$ cat src/ryc_pkg.sv
`default_nettype none
package ryc_pkg;

	// coefficients scaled by 1e5, turned into fixed point at elaboration
	localparam longint E5_KR  = 29900;
	localparam longint E5_KG  = 58700;
	localparam longint E5_KB  = 11400;
	localparam longint E5_KU  = 56400;
	localparam longint E5_KV  = 71300;
	localparam longint E5_KRV = 113983;
	localparam longint E5_KGU = 39465;
	localparam longint E5_KGV = 58060;
	localparam longint E5_KBU = 203211;

	localparam longint COEF_DEN  = 100000;
	localparam longint COEF_HALF = 50000;

	localparam int COMP_W  = 8;
	localparam int TDATA_W = 3 * COMP_W;

	localparam logic MODE_RGB2YUV = 1'b0;
	localparam logic MODE_YUV2RGB = 1'b1;

	// round half up of e5 / 1e5 * 2^frac
	function automatic longint ryc_coef(input longint e5, input int frac);
		return ((e5 <<< frac) + COEF_HALF) / COEF_DEN;
	endfunction

	typedef struct packed {
		logic              valid;
		logic              en;
	} ryc_ctl_t;

	typedef struct packed {
		logic              dir;
		logic              last;
		logic [COMP_W-1:0] a;
		logic [COMP_W-1:0] b;
		logic [COMP_W-1:0] c;
	} ryc_pix_t;

	typedef struct packed {
		logic              dir;
		logic              last;
		logic [COMP_W-1:0] r0;
		logic [COMP_W-1:0] r1;
		logic [COMP_W-1:0] r2;
		logic [COMP_W-1:0] a;
		logic [COMP_W-1:0] c;
	} ryc_mid_t;

	typedef struct packed {
		logic              last;
		logic [COMP_W-1:0] r0;
		logic [COMP_W-1:0] r1;
		logic [COMP_W-1:0] r2;
	} ryc_res_t;

endpackage
`default_nettype wire

$ cat src/ryc_mult_stage.sv
`default_nettype none
module ryc_mult_stage #(
	parameter int FRAC_BITS = 16,
	localparam int PW = FRAC_BITS + 13
) (
	input  wire logic                 clk,
	input  wire logic                 arst_n,
	input  wire ryc_pkg::ryc_ctl_t    ctl,
	input  wire ryc_pkg::ryc_pix_t    pix_in,
	output logic                      valid_out,
	output ryc_pkg::ryc_pix_t         pix_out,
	output logic signed [PW-1:0]      prod0,
	output logic signed [PW-1:0]      prod1,
	output logic signed [PW-1:0]      prod2,
	output logic signed [PW-1:0]      prod3
);
	import ryc_pkg::*;

	localparam int CW = FRAC_BITS + 3;
	localparam logic signed [CW-1:0] K_R  = CW'(ryc_coef(E5_KR, FRAC_BITS));
	localparam logic signed [CW-1:0] K_G  = CW'(ryc_coef(E5_KG, FRAC_BITS));
	localparam logic signed [CW-1:0] K_B  = CW'(ryc_coef(E5_KB, FRAC_BITS));
	localparam logic signed [CW-1:0] K_RV = CW'(ryc_coef(E5_KRV, FRAC_BITS));
	localparam logic signed [CW-1:0] K_GU = CW'(ryc_coef(E5_KGU, FRAC_BITS));
	localparam logic signed [CW-1:0] K_GV = CW'(ryc_coef(E5_KGV, FRAC_BITS));
	localparam logic signed [CW-1:0] K_BU = CW'(ryc_coef(E5_KBU, FRAC_BITS));

	logic signed [9:0]    op_a, op_b, op_c, op_u, op_v;
	logic signed [9:0]    op0, op1, op2, op3;
	logic signed [CW-1:0] k0, k1, k2, k3;
	logic signed [PW-1:0] m0, m1, m2, m3;
	logic                 v_s1;
	ryc_pix_t             pix_s1;
	logic signed [PW-1:0] p0_s1, p1_s1, p2_s1, p3_s1;

	assign op_a = $signed({2'b00, pix_in.a});
	assign op_b = $signed({2'b00, pix_in.b});
	assign op_c = $signed({2'b00, pix_in.c});
	assign op_u = op_b - 10'sd128;
	assign op_v = op_c - 10'sd128;

	// rgb to yuv: luma weights; yuv to rgb: four chroma terms
	always_comb begin
		if (pix_in.dir == MODE_YUV2RGB) begin
			op0 = op_v;  k0 = K_RV;
			op1 = op_u;  k1 = K_GU;
			op2 = op_v;  k2 = K_GV;
			op3 = op_u;  k3 = K_BU;
		end else begin
			op0 = op_a;  k0 = K_R;
			op1 = op_b;  k1 = K_G;
			op2 = op_c;  k2 = K_B;
			op3 = '0;    k3 = '0;
		end
	end

	assign m0 = k0 * op0;
	assign m1 = k1 * op1;
	assign m2 = k2 * op2;
	assign m3 = k3 * op3;

	always_ff @(posedge clk or negedge arst_n) begin
		if (!arst_n) begin
			v_s1 <= 1'b0;
		end else if (ctl.en) begin
			v_s1 <= ctl.valid;
		end
	end

	always_ff @(posedge clk) begin
		if (ctl.en && ctl.valid) begin
			pix_s1 <= pix_in;
			p0_s1  <= m0;
			p1_s1  <= m1;
			p2_s1  <= m2;
			p3_s1  <= m3;
		end
	end

	assign valid_out = v_s1;
	assign pix_out   = pix_s1;
	assign prod0     = p0_s1;
	assign prod1     = p1_s1;
	assign prod2     = p2_s1;
	assign prod3     = p3_s1;

endmodule
`default_nettype wire

$ cat src/ryc_luma_stage.sv
`default_nettype none
module ryc_luma_stage #(
	parameter int FRAC_BITS = 16,
	localparam int PW = FRAC_BITS + 13
) (
	input  wire logic                 clk,
	input  wire logic                 arst_n,
	input  wire ryc_pkg::ryc_ctl_t    ctl,
	input  wire ryc_pkg::ryc_pix_t    pix_in,
	input  wire logic signed [PW-1:0] prod0,
	input  wire logic signed [PW-1:0] prod1,
	input  wire logic signed [PW-1:0] prod2,
	input  wire logic signed [PW-1:0] prod3,
	output logic                      valid_out,
	output ryc_pkg::ryc_mid_t         mid_out
);
	import ryc_pkg::*;

	localparam int SW = PW + 2;
	localparam logic signed [SW-1:0] SAT_MAX = SW'(255);

	function automatic logic [COMP_W-1:0] sat8(input logic signed [SW-1:0] x);
		logic signed [SW-1:0] f;
		f = x >>> FRAC_BITS;
		if (f < 0)
			return '0;
		else if (f > SAT_MAX)
			return '1;
		else
			return f[COMP_W-1:0];
	endfunction

	logic signed [SW-1:0] e0, e1, e2, e3, ys;
	logic signed [SW-1:0] sum_y, sum_r, sum_g, sum_b;
	ryc_mid_t             mid_d;
	logic                 v_s2;
	ryc_mid_t             mid_s2;

	assign e0 = {{2{prod0[PW-1]}}, prod0};
	assign e1 = {{2{prod1[PW-1]}}, prod1};
	assign e2 = {{2{prod2[PW-1]}}, prod2};
	assign e3 = {{2{prod3[PW-1]}}, prod3};
	assign ys = $signed({{(SW-COMP_W){1'b0}}, pix_in.a}) <<< FRAC_BITS;

	assign sum_y = e0 + e1 + e2;
	assign sum_r = ys + e0;
	assign sum_g = ys - e1 - e2;
	assign sum_b = ys + e3;

	always_comb begin
		mid_d.dir  = pix_in.dir;
		mid_d.last = pix_in.last;
		mid_d.a    = pix_in.a;
		mid_d.c    = pix_in.c;
		if (pix_in.dir == MODE_YUV2RGB) begin
			mid_d.r0 = sat8(sum_r);
			mid_d.r1 = sat8(sum_g);
			mid_d.r2 = sat8(sum_b);
		end else begin
			// chroma slots filled in later stages
			mid_d.r0 = sat8(sum_y);
			mid_d.r1 = '0;
			mid_d.r2 = '0;
		end
	end

	always_ff @(posedge clk or negedge arst_n) begin
		if (!arst_n) begin
			v_s2 <= 1'b0;
		end else if (ctl.en) begin
			v_s2 <= ctl.valid;
		end
	end

	always_ff @(posedge clk) begin
		if (ctl.en && ctl.valid) begin
			mid_s2 <= mid_d;
		end
	end

	assign valid_out = v_s2;
	assign mid_out   = mid_s2;

endmodule
`default_nettype wire

$ cat src/ryc_chroma_stage.sv
`default_nettype none
module ryc_chroma_stage #(
	parameter int FRAC_BITS = 16
) (
	input  wire logic                 clk,
	input  wire logic                 arst_n,
	input  wire ryc_pkg::ryc_ctl_t    ctl_mul,
	input  wire ryc_pkg::ryc_ctl_t    ctl_out,
	input  wire ryc_pkg::ryc_mid_t    mid_in,
	output logic                      valid_mul,
	output logic                      valid_out,
	output ryc_pkg::ryc_res_t         res_out
);
	import ryc_pkg::*;

	localparam int CW = FRAC_BITS + 3;
	localparam int PW = CW + 10;
	localparam int SW = PW + 2;
	localparam logic signed [CW-1:0] K_U = CW'(ryc_coef(E5_KU, FRAC_BITS));
	localparam logic signed [CW-1:0] K_V = CW'(ryc_coef(E5_KV, FRAC_BITS));
	localparam logic signed [SW-1:0] OFFSET = SW'(128) <<< FRAC_BITS;
	localparam logic signed [SW-1:0] SAT_MAX = SW'(255);

	function automatic logic [COMP_W-1:0] sat8(input logic signed [SW-1:0] x);
		logic signed [SW-1:0] f;
		f = x >>> FRAC_BITS;
		if (f < 0)
			return '0;
		else if (f > SAT_MAX)
			return '1;
		else
			return f[COMP_W-1:0];
	endfunction

	logic signed [9:0]    d_b, d_r;
	logic signed [PW-1:0] m_u, m_v;
	logic                 v_s3, v_s4;
	ryc_mid_t             mid_s3;
	logic signed [PW-1:0] qu_s3, qv_s3;
	logic signed [SW-1:0] sum_u, sum_v;
	ryc_res_t             res_d, res_s4;

	// B - Y and R - Y against the already saturated luma
	assign d_b = $signed({2'b00, mid_in.c}) - $signed({2'b00, mid_in.r0});
	assign d_r = $signed({2'b00, mid_in.a}) - $signed({2'b00, mid_in.r0});
	assign m_u = K_U * d_b;
	assign m_v = K_V * d_r;

	assign sum_u = {{2{qu_s3[PW-1]}}, qu_s3} + OFFSET;
	assign sum_v = {{2{qv_s3[PW-1]}}, qv_s3} + OFFSET;

	always_comb begin
		res_d.last = mid_s3.last;
		res_d.r0   = mid_s3.r0;
		if (mid_s3.dir == MODE_YUV2RGB) begin
			res_d.r1 = mid_s3.r1;
			res_d.r2 = mid_s3.r2;
		end else begin
			res_d.r1 = sat8(sum_u);
			res_d.r2 = sat8(sum_v);
		end
	end

	always_ff @(posedge clk or negedge arst_n) begin
		if (!arst_n) begin
			v_s3 <= 1'b0;
			v_s4 <= 1'b0;
		end else begin
			if (ctl_mul.en)
				v_s3 <= ctl_mul.valid;
			if (ctl_out.en)
				v_s4 <= ctl_out.valid;
		end
	end

	always_ff @(posedge clk) begin
		if (ctl_mul.en && ctl_mul.valid) begin
			mid_s3 <= mid_in;
			qu_s3  <= m_u;
			qv_s3  <= m_v;
		end
		if (ctl_out.en && ctl_out.valid) begin
			res_s4 <= res_d;
		end
	end

	assign valid_mul = v_s3;
	assign valid_out = v_s4;
	assign res_out   = res_s4;

endmodule
`default_nettype wire

$ cat src/rgb_yuv_color_converter_core.sv
// throughput: one pixel per cycle while the output is not stalled
// four register stages, multipliers in the first and third
// ready is a combinational chain through the stage valid bits: with every stage full an
// output stall drops input ready in the same cycle, a stage with a bubble keeps accepting
// reset: arst_n clears all stage valid bits and the direction register (rgb to yuv)
// payload registers are not reset
`default_nettype none
module rgb_yuv_color_converter_core #(
	parameter int FRAC_BITS = 16
) (
	input  wire logic                          clk,
	input  wire logic                          arst_n,
	// direction register write, always ready
	input  wire logic                          cfg_valid,
	output logic                               cfg_ready,
	input  wire logic                          cfg_data,
	// input pixels
	input  wire logic                          s_axis_tvalid,
	output logic                               s_axis_tready,
	input  wire logic [ryc_pkg::TDATA_W-1:0]   s_axis_tdata,  // comp_first, comp_second, comp_third
	input  wire logic                          s_axis_tlast,
	// converted pixels
	output logic                               m_axis_tvalid,
	input  wire logic                          m_axis_tready,
	output logic [ryc_pkg::TDATA_W-1:0]        m_axis_tdata,  // res_first, res_second, res_third
	output logic                               m_axis_tlast
);
	import ryc_pkg::*;

	localparam int PW = FRAC_BITS + 13;

	logic                 dir_q;
	ryc_pix_t             pix_in;
	ryc_pix_t             pix_s1;
	ryc_mid_t             mid_s2;
	ryc_res_t             res_s4;
	logic signed [PW-1:0] p0, p1, p2, p3;
	logic                 v1, v2, v3, v4;
	logic                 en1, en2, en3, en4;
	ryc_ctl_t             ctl1, ctl2, ctl3, ctl4;

	// direction register, to be written only while the pipeline is empty; the block does not enforce this
	assign cfg_ready = 1'b1;

	always_ff @(posedge clk or negedge arst_n) begin
		if (!arst_n) begin
			dir_q <= MODE_RGB2YUV;
		end else if (cfg_valid && cfg_ready) begin
			dir_q <= cfg_data;
		end
	end

	// unpack the input beat, direction travels with the pixel
	assign pix_in.dir  = dir_q;
	assign pix_in.last = s_axis_tlast;
	assign pix_in.a    = s_axis_tdata[COMP_W-1:0];
	assign pix_in.b    = s_axis_tdata[2*COMP_W-1:COMP_W];
	assign pix_in.c    = s_axis_tdata[3*COMP_W-1:2*COMP_W];

	// a stage loads when it is empty or its contents move on
	assign en4 = !v4 || m_axis_tready;
	assign en3 = !v3 || en4;
	assign en2 = !v2 || en3;
	assign en1 = !v1 || en2;

	assign s_axis_tready = en1;

	assign ctl1 = '{valid: s_axis_tvalid, en: en1};
	assign ctl2 = '{valid: v1, en: en2};
	assign ctl3 = '{valid: v2, en: en3};
	assign ctl4 = '{valid: v3, en: en4};

	// stage 1: luma weights or the four chroma products
	ryc_mult_stage #(
		.FRAC_BITS (FRAC_BITS)
	) u_mult (
		.clk       (clk),
		.arst_n    (arst_n),
		.ctl       (ctl1),
		.pix_in    (pix_in),
		.valid_out (v1),
		.pix_out   (pix_s1),
		.prod0     (p0),
		.prod1     (p1),
		.prod2     (p2),
		.prod3     (p3)
	);

	// stage 2: sums, floor and clamp; luma in one mode, full rgb in the other
	ryc_luma_stage #(
		.FRAC_BITS (FRAC_BITS)
	) u_luma (
		.clk       (clk),
		.arst_n    (arst_n),
		.ctl       (ctl2),
		.pix_in    (pix_s1),
		.prod0     (p0),
		.prod1     (p1),
		.prod2     (p2),
		.prod3     (p3),
		.valid_out (v2),
		.mid_out   (mid_s2)
	);

	// stages 3 and 4: chroma products from the clamped luma, then offset and clamp; yuv to rgb results pass through
	ryc_chroma_stage #(
		.FRAC_BITS (FRAC_BITS)
	) u_chroma (
		.clk       (clk),
		.arst_n    (arst_n),
		.ctl_mul   (ctl3),
		.ctl_out   (ctl4),
		.mid_in    (mid_s2),
		.valid_mul (v3),
		.valid_out (v4),
		.res_out   (res_s4)
	);

	// the last stage is the output register
	assign m_axis_tvalid = v4;
	assign m_axis_tdata  = {res_s4.r2, res_s4.r1, res_s4.r0};
	assign m_axis_tlast  = res_s4.last;

endmodule
`default_nettype wire

$ cat config.mk
export PLATFORM = sky130hd
export DESIGN_NAME = rgb_yuv_color_converter_core
export DESIGN_NICKNAME = d
export VERILOG_FILES = /design/src/ryc_pkg.sv /design/src/ryc_mult_stage.sv /design/src/ryc_luma_stage.sv /design/src/ryc_chroma_stage.sv /design/src/rgb_yuv_color_converter_core.sv
export SDC_FILE = /design/constraint.sdc
export NUM_CORES = 1
export LEC_CHECK = 0
export ABC_AREA = 1
export BUFFER_PORTS_ARGS = -buffer_cell sky130_fd_sc_hd__buf_4
export CAP_MARGIN = 30
export CORE_ASPECT_RATIO = 0.5
export CORE_MARGIN = 2
export CORE_UTILIZATION = 30
export CTS_BUF_LIST = sky130_fd_sc_hd__clkbuf_8
export DETAILED_ROUTE_END_ITERATION = 12
export PLACE_DENSITY_LB_ADDON = 0.05
export SYNTH_ARGS = -nofsm -noshare
export SYNTH_HDL_FRONTEND = slang
export SYNTH_SLANG_ARGS = --single-unit
export TNS_END_PERCENT = 50
$ cat constraint.sdc
create_clock -name clk -period 7.6 [get_ports clk]
set_input_delay 0.38 -clock clk [delete_from_list [all_inputs] [get_ports clk]]
set_output_delay 0.38 -clock clk [all_outputs]
set_load 0.05 [all_outputs]
# Word-level counts from Yosys, hierarchy flattened
# Index checks and enable logic that the tools add are counted.
[totals]
regBits = 278
input_bits = 31
out_inout_bits = 28
[op_classes]
add_sub_neg = 12
mul = 6
order_cmp = 12
mux = 22
bitwise = 1
n_reduce_logical = 14
[op_table]
columns = ["operator", "count"]
rows = [
  ["8-bit 2-to-1 mux", 12],
  ["26-bit by 25-bit adder with 27-bit output (second input constant)", 2],
  ["17-bit by 10-bit multiplier with 27-bit output", 2],
  ["16-bit 2-to-1 mux", 3],
  ["10-bit 2-to-1 mux", 4],
  ["25-bit by 29-bit adder with 30-bit output", 1],
  ["29-bit by 27-bit adder with 30-bit output", 1],
  ["15-bit by 9-bit > comparator with 1-bit output (second input constant)", 2],
  ["15-bit by 1-bit < comparator with 1-bit output (second input constant)", 2],
  ["25-bit by 28-bit adder with 29-bit output", 1],
  ["28-bit by 27-bit adder with 29-bit output", 1],
  ["19-bit by 10-bit multiplier with 29-bit output", 1],
  ["28-bit by 27-bit subtractor with 29-bit output", 1],
  ["18-bit by 10-bit multiplier with 28-bit output", 1],
  ["25-bit by 27-bit subtractor with 28-bit output", 1],
  ["17-bit by 9-bit multiplier with 26-bit output (first input constant)", 1],
  ["16-bit by 9-bit multiplier with 25-bit output (first input constant)", 1],
  ["24-bit 2-to-1 mux", 1],
  ["11-bit by 9-bit > comparator with 1-bit output (second input constant)", 2],
  ["11-bit by 1-bit < comparator with 1-bit output (second input constant)", 2],
  ["18-bit 2-to-1 mux", 1],
  ["8-bit by 8-bit subtractor with 9-bit output", 2],
  ["8-bit by 8-bit subtractor with 9-bit output (second input constant)", 2],
  ["17-bit 2-to-1 mux", 1],
  ["9 further kinds", 19],
]

# Longest topological paths before layout
# Gate-level depths: netlist of the first run.
[logic_depth]
depth_word = 6
depth_mapped = 33
depth_no_buf = 33

# Hierarchy
# A second synthesis of the first run with hierarchy kept.
[unflattened]
cells_unflattened = 4156
hier_area_um2 = 33473.4
[modules_own_cells]
columns = ["module", "n_inst", "cells_each", "area_each_um2", "seq_area_each_um2"]
rows = [
  ["ryc_mult_stage", 1, 2240, 18395.1, 4018.9],
  ["ryc_chroma_stage", 1, 864, 7836.3, 2182.1],
  ["ryc_luma_stage", 1, 1040, 7164.4, 1286.2],
  ["rgb_yuv_color_converter_core", 1, 12, 77.6, 25.0],
]

# Worst setup path before layout of the first run
# Ideal clock, no wire load.
[synth_timing]
path_kind = "register -> register"
from = "register u_chroma.v_s4, in the netlist u_chroma.valid_out"
to = "register u_mult.pix_out[0] (netlist name)"
setup_ns = 0.587
arrival_ns = 5.717
required_time_ns = 7.013
setup_slack_ns = 1.297
stages_incl_launch_ff = 10
n_path_buf = 0
cell_sequence = "dfrtp_1 > inv_1 > nor2_1 > inv_1 > nor2_1 > inv_1 > nor2_1 > inv_1 > nor2_1 > nor2_1"
[synth_between]
elab_chain_cells = 6
[synth_rtl]
columns = ["item", "line_no", "text"]
rows = [
  ["start: declaration", "ryc_chroma_stage.sv:37", "logic v_s3, v_s4;"],
  ["start signal: assignment", "ryc_chroma_stage.sv:72", "v_s4 <= ctl_out.valid;"],
  ["1-bit logical NOT", "rgb_yuv_color_converter_core.sv:61", "assign en4 = !v4 || m_axis_tready;"],
  ["1-bit logical OR", "rgb_yuv_color_converter_core.sv:61", ""],
  ["1-bit logical OR", "rgb_yuv_color_converter_core.sv:62", "assign en3 = !v3 || en4;"],
  ["1-bit logical OR", "rgb_yuv_color_converter_core.sv:63", "assign en2 = !v2 || en3;"],
  ["1-bit logical OR", "rgb_yuv_color_converter_core.sv:64", "assign en1 = !v1 || en2;"],
  ["1-bit logical AND", "ryc_mult_stage.sv:71", "if (ctl.en && ctl.valid) begin"],
]
# No other way between the ends.
# A chain may end at the register's enable or synchronous reset.

# Final worst setup path of the first run
[layout_timing]
from = "register u_luma.mid_out[34] (netlist name)"
to = "register u_chroma.qv_s3[25] (netlist name)"
[layout_between]
elab_chain_cells = 2
[layout_rtl]
columns = ["item", "line_no", "text"]
rows = [
  ["8-bit by 8-bit subtractor with 9-bit output", "ryc_chroma_stage.sv:45", "assign d_r = $signed({2'b00, mid_in.a}) - $signed({2'b00, mid_in.r0});"],
  ["17-bit by 9-bit multiplier with 26-bit output", "ryc_chroma_stage.sv:47", "assign m_v = K_V * d_r;"],
  ["net u_chroma.m_v[25]", "ryc_chroma_stage.sv:36", "logic signed [PW-1:0] m_u, m_v;"],
]
# The timed path passes the listed nets, and every way through them passes these cells.

==> results of run 1 <==
-- worst min-delay path by stage --
stage                    endpoint        startpoint  cells past startpoint
2_1_floorplan               dir_q            arst_n                      0
3_3_place_gp   u_chroma.valid_out            arst_n                      1
3_5_place_dp   u_chroma.valid_out            arst_n                      1
4_1_cts         u_mult.pix_out[1]  s_axis_tdata[17]                      1
5_1_grt         u_mult.pix_out[1]  s_axis_tdata[17]                      1
6_report        u_mult.pix_out[0]  s_axis_tdata[16]                      1
-- per-stage QoR --
stage	hold slack, ns	setup slack, ns
finish	0.05867	0.8599
detailed placement	0.2088	0.8910
floorplan	0.08441	1.297
global placement	0.2081	1.010
global route	0.02154	0.3398
CTS	0.007892	0.8188
-- worst register-to-register path, delay by kind of cell (launching register included) --
kind	cells	cell delay [ns]
AND/OR/NAND/NOR	11	1.19
buffers and inverters	4	0.62
XOR/XNOR	1	0.57
AO/OA/AOI/OAI	6	0.76
adder cells (fa/ha/maj)	7	2.89
flip-flops	1	0.38
-- registers in the layout (all words and copies together) (netlist names) --
signal	flops
u_chroma.qv_s3	10
dir_q	1
u_mult.prod2	27
u_mult.valid_out	1
u_mult.pix_out	18
u_mult.prod0	28
u_chroma.mid_s3	26
u_mult.prod1	26
u_mult.prod3	13
u_chroma.valid_mul	1
u_luma.mid_out	42
u_chroma.qu_s3	10
u_luma.valid_out	1
u_chroma.valid_out	1
u_chroma.res_out	25
-- cell families (layout without fill, tap and decap cells) --
family | after synthesis | count (layout) | synth area share [%]
xor+xnor | 136 | 136 | 4.055
other cells | 2 | 22 | 0.02525
buf+inv | 678 | 826 | 8.568
compound gates | 427 | 427 | 8.194
simple gates | 990 | 990 | 13.85
flops | 230 | 230 | 23.13
fa+ha+maj | 854 | 854 | 42.18
-- routing by layer --
metal | track usage (%) | up-vias | wire length [um]
met2 | 26.83 | 285 | 37070
li1 | - | 11080 | -
met4 | 3.552 | 0 | 1518
met5 | 0 | - | 0
met1 | 25.57 | 10210 | 45310
met3 | 2.446 | 88 | 3159
-- cell usage in the layout (no fill, tap or decap), types with 24 or more instances in the layout --
cell      netlist  routed
buf_4           1      71
xnor2_1        34      34
a21oi_1       207     207
nand3_1        97      97
nor2_1        190     188
nand2_1       603     603
o21ai_0       103     103
edfxtp_1      225     225
nand4_1        24      24
ha_1          606     606
clkbuf_8        0      47
inv_1         656     658
xor2_1        100     100
fa_1          248     248
-- layout make-up --
cell class | count | share of cell area, %
sequential | 230 | 20.75
clock buffer | 47 | 1.950
antenna | 3 | 0.02263
multi-input combinational | 2426 | 61.48
inverter | 658 | 7.447
tap | 1328 | 5.010
timing repair buffer | 88 | 2.203
clock inverter | 33 | 1.136
==> flow_summary.yaml, run 1 <==
yosys:
  ys_seq_area_share_pct: 23.13
  yosys_warnings: 0
  synthFlopType: "edfxtp_1"
  synth.avg_cell_area_um2: 8.968
  synth_seq_cells: 230
  syn_area_um2: 29750
  synth_most_common_cell: "inv_1"
  synth_top_area_cell: "ha_1"
  synth.distinct_cells: 53
  synth_area_leaders: "ha_1, edfxtp_1, fa_1, inv_1, nand2_1"
  netlist_instances: 3317
  synthArstFlopShare_pct: 2.174
  synth_edf_count: 225
  yosys-top-cells-count: "inv_1, ha_1, nand2_1"
  synth_top_area_share_pct: 25.49
clock_network:
  cts_hold_buffers: 15
  clk_latency_ns: 0.69
  cts_max_level: 2
  cts_setup_buffers: 0
  cts_buffers: 44
  root_buffer: "clkbuf_8"
  clk_pin_slew_ns: 0.07
  clkSinkCount: 230
  cts_resized: 0
  clockBufferDepth: 3
  cts_tree: "yes"
sta:
  setup_viol: 0
  min_period_ns: 6.740
  tightest_slew_ns: 1.029
  fin_worst_skew_ns: 0.08421
  relSlewSlack_pct: 30.56
  drv_slew: 0
  setup-tns-final_ns: 0
  rsz0062_at_grt: "no"
  fmax_mhz: 148.4
  fin_crit_sh_pct: 88.69
  finalHoldViolations: 0
final_layout:
  syn2layout_area_growth_pct: 11.50
  final_core_util_pct: 33.84
  drive_gt1_share_pct: 6.002
  layout.nets: 4333
  stdcell_count: 4813
  multi_input_area_um2: 20390
  postLayoutCellArea_um2: 33170
  regArea_um2: 6883
  n_fill_cell: 10300
critical_path:
  worstReg2RegStart: "u_luma.mid_out[34]"
  startpoint: "u_luma.mid_out[34]"
  crit_path_end_kind: "flip-flop"
  cp.arrival_ns: 7.12
  crit_fanout: 7
  slowest_stage: "xor2_1"
  r2r_end: "u_chroma.qv_s3[25]"
  critPathCapture: "u_chroma.qv_s3[25]"
  cpMostUsedCell: "nand2_1"
  crit_buf_inv: 4
  rrSetupSlack_ns: 0.86
  cp_data_required_time_ns: 7.98
  slowest_delay_ns: 0.57
  crit_cells: 29
  critPathLaunchType: "flip-flop"
  cp_top_family: "adder cells"
  worstRegToRegCells: 29
  critPathKind: "flip-flop to flip-flop"
floorplan:
  num_rows: 81
  initial_core_util_pct: 30.35
  dieWidth_um: 449.3
  die_h_um: 226.7
  core_um2: 98000
  pin_count: 59
  dieArea_um2: 101800
drt:
  ant_nets: 0
  vias_per_cell: 4.501
  route.detailed.drc: 0
  drt-pass1-iter-count: 5
  avgRoutedWirePerCell_um: 18.09
  drt-initial-drc-count: 981
  finalWirelength_um: 87060
  via_count: 21660
min_path:
  holdCritPathClass: "primary input to flip-flop"
global_route:
  antenna_found_initial: 5
  grt_use_total_pct: 17.33
  grt.overflow.total: 0
  grt_pass1_vias: 22320
  grt_start_max_net_pins: 79
  grt_pass1_wl_um: 133800
place:
  placed_area_um2: 31940
  io_buffer_count: 57
  dp_cells: 4713
  gp_routability_congestion: 0.8494
  hpwlAfterDp_um: 75130
run:
  drv_cap: 0
status:
  run_status: "finished, final reports clean"
Power of run 1 is left out: the tool's default activity adds up to more than one toggle a clock period on the data nets, which glitch-free logic cannot reach.
==> inputs of run 2 (changes only) <==
--- a/config.mk
+++ b/config.mk
@@ -13,6 +13,7 @@
 export CORE_UTILIZATION = 30
 export CTS_BUF_LIST = sky130_fd_sc_hd__clkbuf_8
 export DETAILED_ROUTE_END_ITERATION = 12
+export HOLD_SLACK_MARGIN = 0.12
 export PLACE_DENSITY_LB_ADDON = 0.05
 export SYNTH_ARGS = -nofsm -noshare
 export SYNTH_HDL_FRONTEND = slang
==> run 2 against run 1 <==
  * Final cell count increased by 0.15%
  * Count of clock-buffer cells in the layout is the same
  * Cell area up 0.23%
  * Utilization grew 0.079 points
  * Critical path depth is the same
==> flow_summary.yaml, run 2 (synthesized netlist as in run 1, its figures left out) <==
status:
  run_status: "finished, final reports clean"
global_route:
  grt_pass1_vias: 22350
  grt_pass1_wl_um: 133900
  antenna_found_initial: 5
  grt_use_total_pct: 17.34
  grt_start_max_net_pins: 79
  grt.overflow.total: 0
clock_network:
  cts_tree: "yes"
  clkSinkCount: 230
  clk_latency_ns: 0.69
  root_buffer: "clkbuf_8"
  cts_max_level: 2
  cts_setup_buffers: 0
  cts_buffers: 44
  clk_pin_slew_ns: 0.07
  clockBufferDepth: 3
sta:
  fin_worst_skew_ns: 0.08180
  fmax_mhz: 148.4
  drv_slew: 0
  finalHoldViolations: 0
  relSlewSlack_pct: 29.94
  rsz0062_at_grt: "no"
  min_period_ns: 6.741
  setup_viol: 0
  setup-tns-final_ns: 0
  fin_crit_sh_pct: 88.70
  whs_ns: 0.3469
  tightest_slew_ns: 1.038
floorplan:
  num_rows: 81
  core_um2: 98000
  initial_core_util_pct: 30.35
  pin_count: 59
  dieArea_um2: 101800
  dieWidth_um: 449.3
  die_h_um: 226.7
place:
  gp_routability_congestion: 0.8494
  io_buffer_count: 57
  hpwlAfterDp_um: 75130
final_layout:
  largest_register_ffs: 42
  final_common_cell: "inv_1"
  drive_gt1_share_pct: 5.989
  n_fill_cell: 10300
  regArea_um2: 6883
  syn2layout_area_growth_pct: 11.76
  multi_input_area_um2: 20390
  layout.nets: 4341
  final_cell_mix: "inv_1, ha_1, nand2_1"
drt:
  finalWirelength_um: 87140
  via_count: 21700
  route.detailed.drc: 0
  drt-pass1-iter-count: 7
  vias_per_cell: 4.502
  drt-initial-drc-count: 988
  avgRoutedWirePerCell_um: 18.08
  ant_nets: 0
critical_path:
  cpMostUsedCell: "nand2_1"
  cp_data_required_time_ns: 7.98
  critPathLaunchType: "flip-flop"
  cp.arrival_ns: 7.12
  slowest_stage: "xor2_1"
  crit_fanout: 7
  crit_buf_inv: 4
  slowest_delay_ns: 0.57
  cp_top_family: "adder cells"
  crit_path_end_kind: "flip-flop"
  critPathKind: "flip-flop to flip-flop"
run:
  drv_cap: 0
min_path:
  holdCritPathClass: "primary input to flip-flop"
run 2: repair_timing:
| action | CTS | global route |
|---|---|---|
| hold buffers | 23 | 0 |
| resized for setup | 0 | 0 |
| endpoints found under the hold margin | 26 | 0 |
run 2: metal layers:
layer  track usage (%)  wire length [um]  part of all wire (%)
met1             25.57             45460                    52
met2             26.88             37100                    43
met3             2.459              3114                   3.6
met4             3.508              1470                   1.7
met5                 0                 0                     0
run 2: final timing paths:
path	cells after the start	from	endpoint	slack, ns
max in group asynchronous	3	arst_n	dir_q	6.53
setup reg to reg	29	u_luma.mid_out[34]	u_chroma.qv_s3[25]	0.86
hold reg to reg	0	u_luma.mid_out[30]	u_chroma.mid_s3[30]	0.41
setup / recovery	29	u_luma.mid_out[34]	u_chroma.qv_s3[25]	0.86
min in group asynchronous	3	arst_n	dir_q	0.76
hold / removal	4	s_axis_tdata[8]	u_mult.prod1[1]	0.35
run 2: final cells by class:
| class | instances | share of cell area [%] |
|---|---|---|
| clock buffer | 47 | 1.946 |
| multi-input combinational | 2426 | 61.34 |
| sequential | 230 | 20.70 |
| timing repair buffer | 96 | 2.439 |
| antenna | 2 | 0.01505 |
| clock inverter | 33 | 1.133 |
| tap | 1328 | 4.998 |
| inverter | 658 | 7.429 |
run 2: worst register-to-register path, delay by kind of cell, from the launching register on:
family | cells | cell delay [ns]
simple gates | 11 | 1.19
flops | 1 | 0.38
xor+xnor | 1 | 0.57
fa+ha+maj | 7 | 2.89
buf+inv | 4 | 0.62
compound gates | 6 | 0.76
run 2: per-stage QoR:
step | setup slack, ns | instances | instance area, um2 | utilization [%]
detailed placement | 0.8910 | 4713 | 31940 | 32.59
global placement | 1.010 | 4713 | 31940 | 32.59
CTS | 0.8188 | 4816 | 33190 | 33.87
floorplan | 1.297 | 3334 | 29810 | -
global route | 0.3398 | 4818 | 33240 | 33.92
finish | 0.8592 | 4820 | 33240 | 33.92
Power of run 2 is left out for the same reason.
==> inputs of run 3 (changes only) <==
--- a/config.mk
+++ b/config.mk
@@ -7,12 +7,12 @@
 export LEC_CHECK = 0
 export ABC_AREA = 1
 export BUFFER_PORTS_ARGS = -buffer_cell sky130_fd_sc_hd__buf_4
-export CAP_MARGIN = 30
 export CORE_ASPECT_RATIO = 0.5
 export CORE_MARGIN = 2
 export CORE_UTILIZATION = 30
-export CTS_BUF_LIST = sky130_fd_sc_hd__clkbuf_8
+export CTS_BUF_LIST = sky130_fd_sc_hd__clkbuf_2 sky130_fd_sc_hd__clkbuf_4 sky130_fd_sc_hd__clkbuf_8
 export DETAILED_ROUTE_END_ITERATION = 12
+export GPL_ROUTABILITY_DRIVEN = 1
 export HOLD_SLACK_MARGIN = 0.12
 export PLACE_DENSITY_LB_ADDON = 0.05
 export SYNTH_ARGS = -nofsm -noshare
==> run 3 against run 2 <==
  * Worst hold slack better by 0.0065 ns
  * Final cell count hardly changed
  * Global-route usage stayed put
  * Via count is 0.10% higher
  * Sequential share of layout area hardly changed
  * Count of clock-buffer cells in the layout increased by 4
  * Register-to-register slack barely moved
  * Setup slack better by 0.0093 ns
  * Clock skew increased by 0.00086 ns
  * Fmax grew 0.14%
  * Critical path type unchanged
  * Largest cell class unchanged
==> flow_summary.yaml, run 3 (synthesized netlist as in run 1, its figures left out) <==
global_route:
  grt.overflow.total: 0
  grt_pass1_vias: 22350
  grt_use_total_pct: 17.34
  grt_start_max_net_pins: 79
  grt_pass1_wl_um: 133900
  antenna_found_initial: 5
sta:
  setup_viol: 0
  rsz0062_at_grt: "no"
  worst_slack_ns: 0.8684
  min_period_ns: 6.732
  tightest_slew_ns: 1.010
  finalHoldViolations: 0
  fin_worst_skew_ns: 0.08266
  fin_crit_sh_pct: 88.57
  setup-tns-final_ns: 0
  drv_slew: 0
  relSlewSlack_pct: 31.83
  whs_ns: 0.3534
  fmax_mhz: 148.6
critical_path:
  worstReg2RegStart: "u_luma.mid_out[34]"
  critPathKind: "flip-flop to flip-flop"
  critPathLaunchType: "flip-flop"
  cp_data_required_time_ns: 7.98
  cpMostUsedCell: "nand2_1"
  cp.arrival_ns: 7.11
  r2r_end: "u_chroma.qv_s3[25]"
  rrSetupSlack_ns: 0.87
  slowest_stage: "xor2_1"
  crit_fanout: 7
  crit_path_end_kind: "flip-flop"
  worstRegToRegCells: 29
  slowest_delay_ns: 0.57
drt:
  drt-pass1-iter-count: 5
  finalWirelength_um: 87190
  drt-initial-drc-count: 1032
  route.detailed.drc: 0
  via_count: 21720
  avgRoutedWirePerCell_um: 18.09
  ant_nets: 0
  vias_per_cell: 4.508
final_layout:
  final_common_cell: "inv_1"
  largest_register_ffs: 42
  n_fill_cell: 10300
  final_cell_mix: "inv_1, ha_1, nand2_1"
  syn2layout_area_growth_pct: 11.66
  drive_gt1_share_pct: 6.049
  regArea_um2: 6883
  multi_input_area_um2: 20390
  layout.nets: 4339
place:
  place_ws_ns: 0.8910
  hpwlAfterDp_um: 75130
  gp_routability_congestion: 0.8494
  io_buffer_count: 57
min_path:
  worstHoldEndpoint: "u_mult.prod1[1]"
  min_delay_path_depth: 4
  holdCritPathClass: "primary input to flip-flop"
  holdCritStartpoint: "s_axis_tdata[8]"
clock_network:
  clockBufferDepth: 3
  clk_latency_ns: 0.69
  root_buffer: "clkbuf_8"
  cts_setup_buffers: 0
  clk_pin_slew_ns: 0.06
  cts_tree: "yes"
  clkSinkCount: 230
  cts_buffers: 44
  cts_max_level: 2
floorplan:
  dieArea_um2: 101800
  die_h_um: 226.7
  num_rows: 81
  pin_count: 59
  dieWidth_um: 449.3
  initial_core_util_pct: 30.35
  core_um2: 98000
run:
  drv_cap: 0
status:
  run_status: "finished, final reports clean"
-- run 3: worst max-delay path by stage --
| stage | from | endpoint | cells after the start |
|---|---|---|---|
| after floorplan | u_chroma.valid_out | u_mult.pix_out[0] | 9 |
| after global placement | u_luma.mid_out[34] | u_chroma.qv_s3[25] | 29 |
| after detailed placement | u_luma.mid_out[34] | u_chroma.qv_s3[25] | 29 |
| after CTS | u_luma.mid_out[34] | u_chroma.qv_s3[25] | 29 |
| after global routing | u_luma.mid_out[34] | u_chroma.qv_s3[25] | 29 |
| final | u_luma.mid_out[34] | u_chroma.qv_s3[25] | 29 |
-- run 3: what timing repair did --
action | CTS | global route
endpoints found under the hold margin | 26 | 0
resized for setup | 0 | 0
hold buffers | 23 | 0
-- run 3: stage by stage --
stage | instance area, um2 | cells | utilization [%]
floorplan | 29810 | 3334 | -
global placement | 31940 | 4713 | 32.59
detailed placement | 31940 | 4713 | 32.59
CTS | 33210 | 4816 | 33.88
global route | 33210 | 4816 | 33.88
finish | 33210 | 4819 | 33.89
-- run 3: worst max-delay path, delay by kind of cell, from the launching register on --
| family | cells | cell delay (ns) |
|---|---|---|
| fa+ha+maj | 7 | 2.89 |
| buf+inv | 4 | 0.62 |
| flops | 1 | 0.38 |
| simple gates | 11 | 1.19 |
| compound gates | 6 | 0.76 |
| xor+xnor | 1 | 0.57 |
-- run 3: layer usage --
metal	vias to the layer above	global-route usage, %	routed length (um)
met3	87	2.459	3044
met2	280	26.88	37110
met4	0	3.508	1479
li1	11090	-	-
met1	10270	25.57	45560
met5	-	0	0
-- run 3: final cells by class --
class,count,area share [%]
Timing Repair Buffer,94,2.298
Multi-Input combinational cell,2426,61.39
Tap cell,1328,5.003
Clock buffer,51,2.038
Sequential cell,230,20.72
Clock inverter,29,1.089
Antenna cell,3,0.02260
Inverter,658,7.436
Power of run 3 is left out for the same reason.
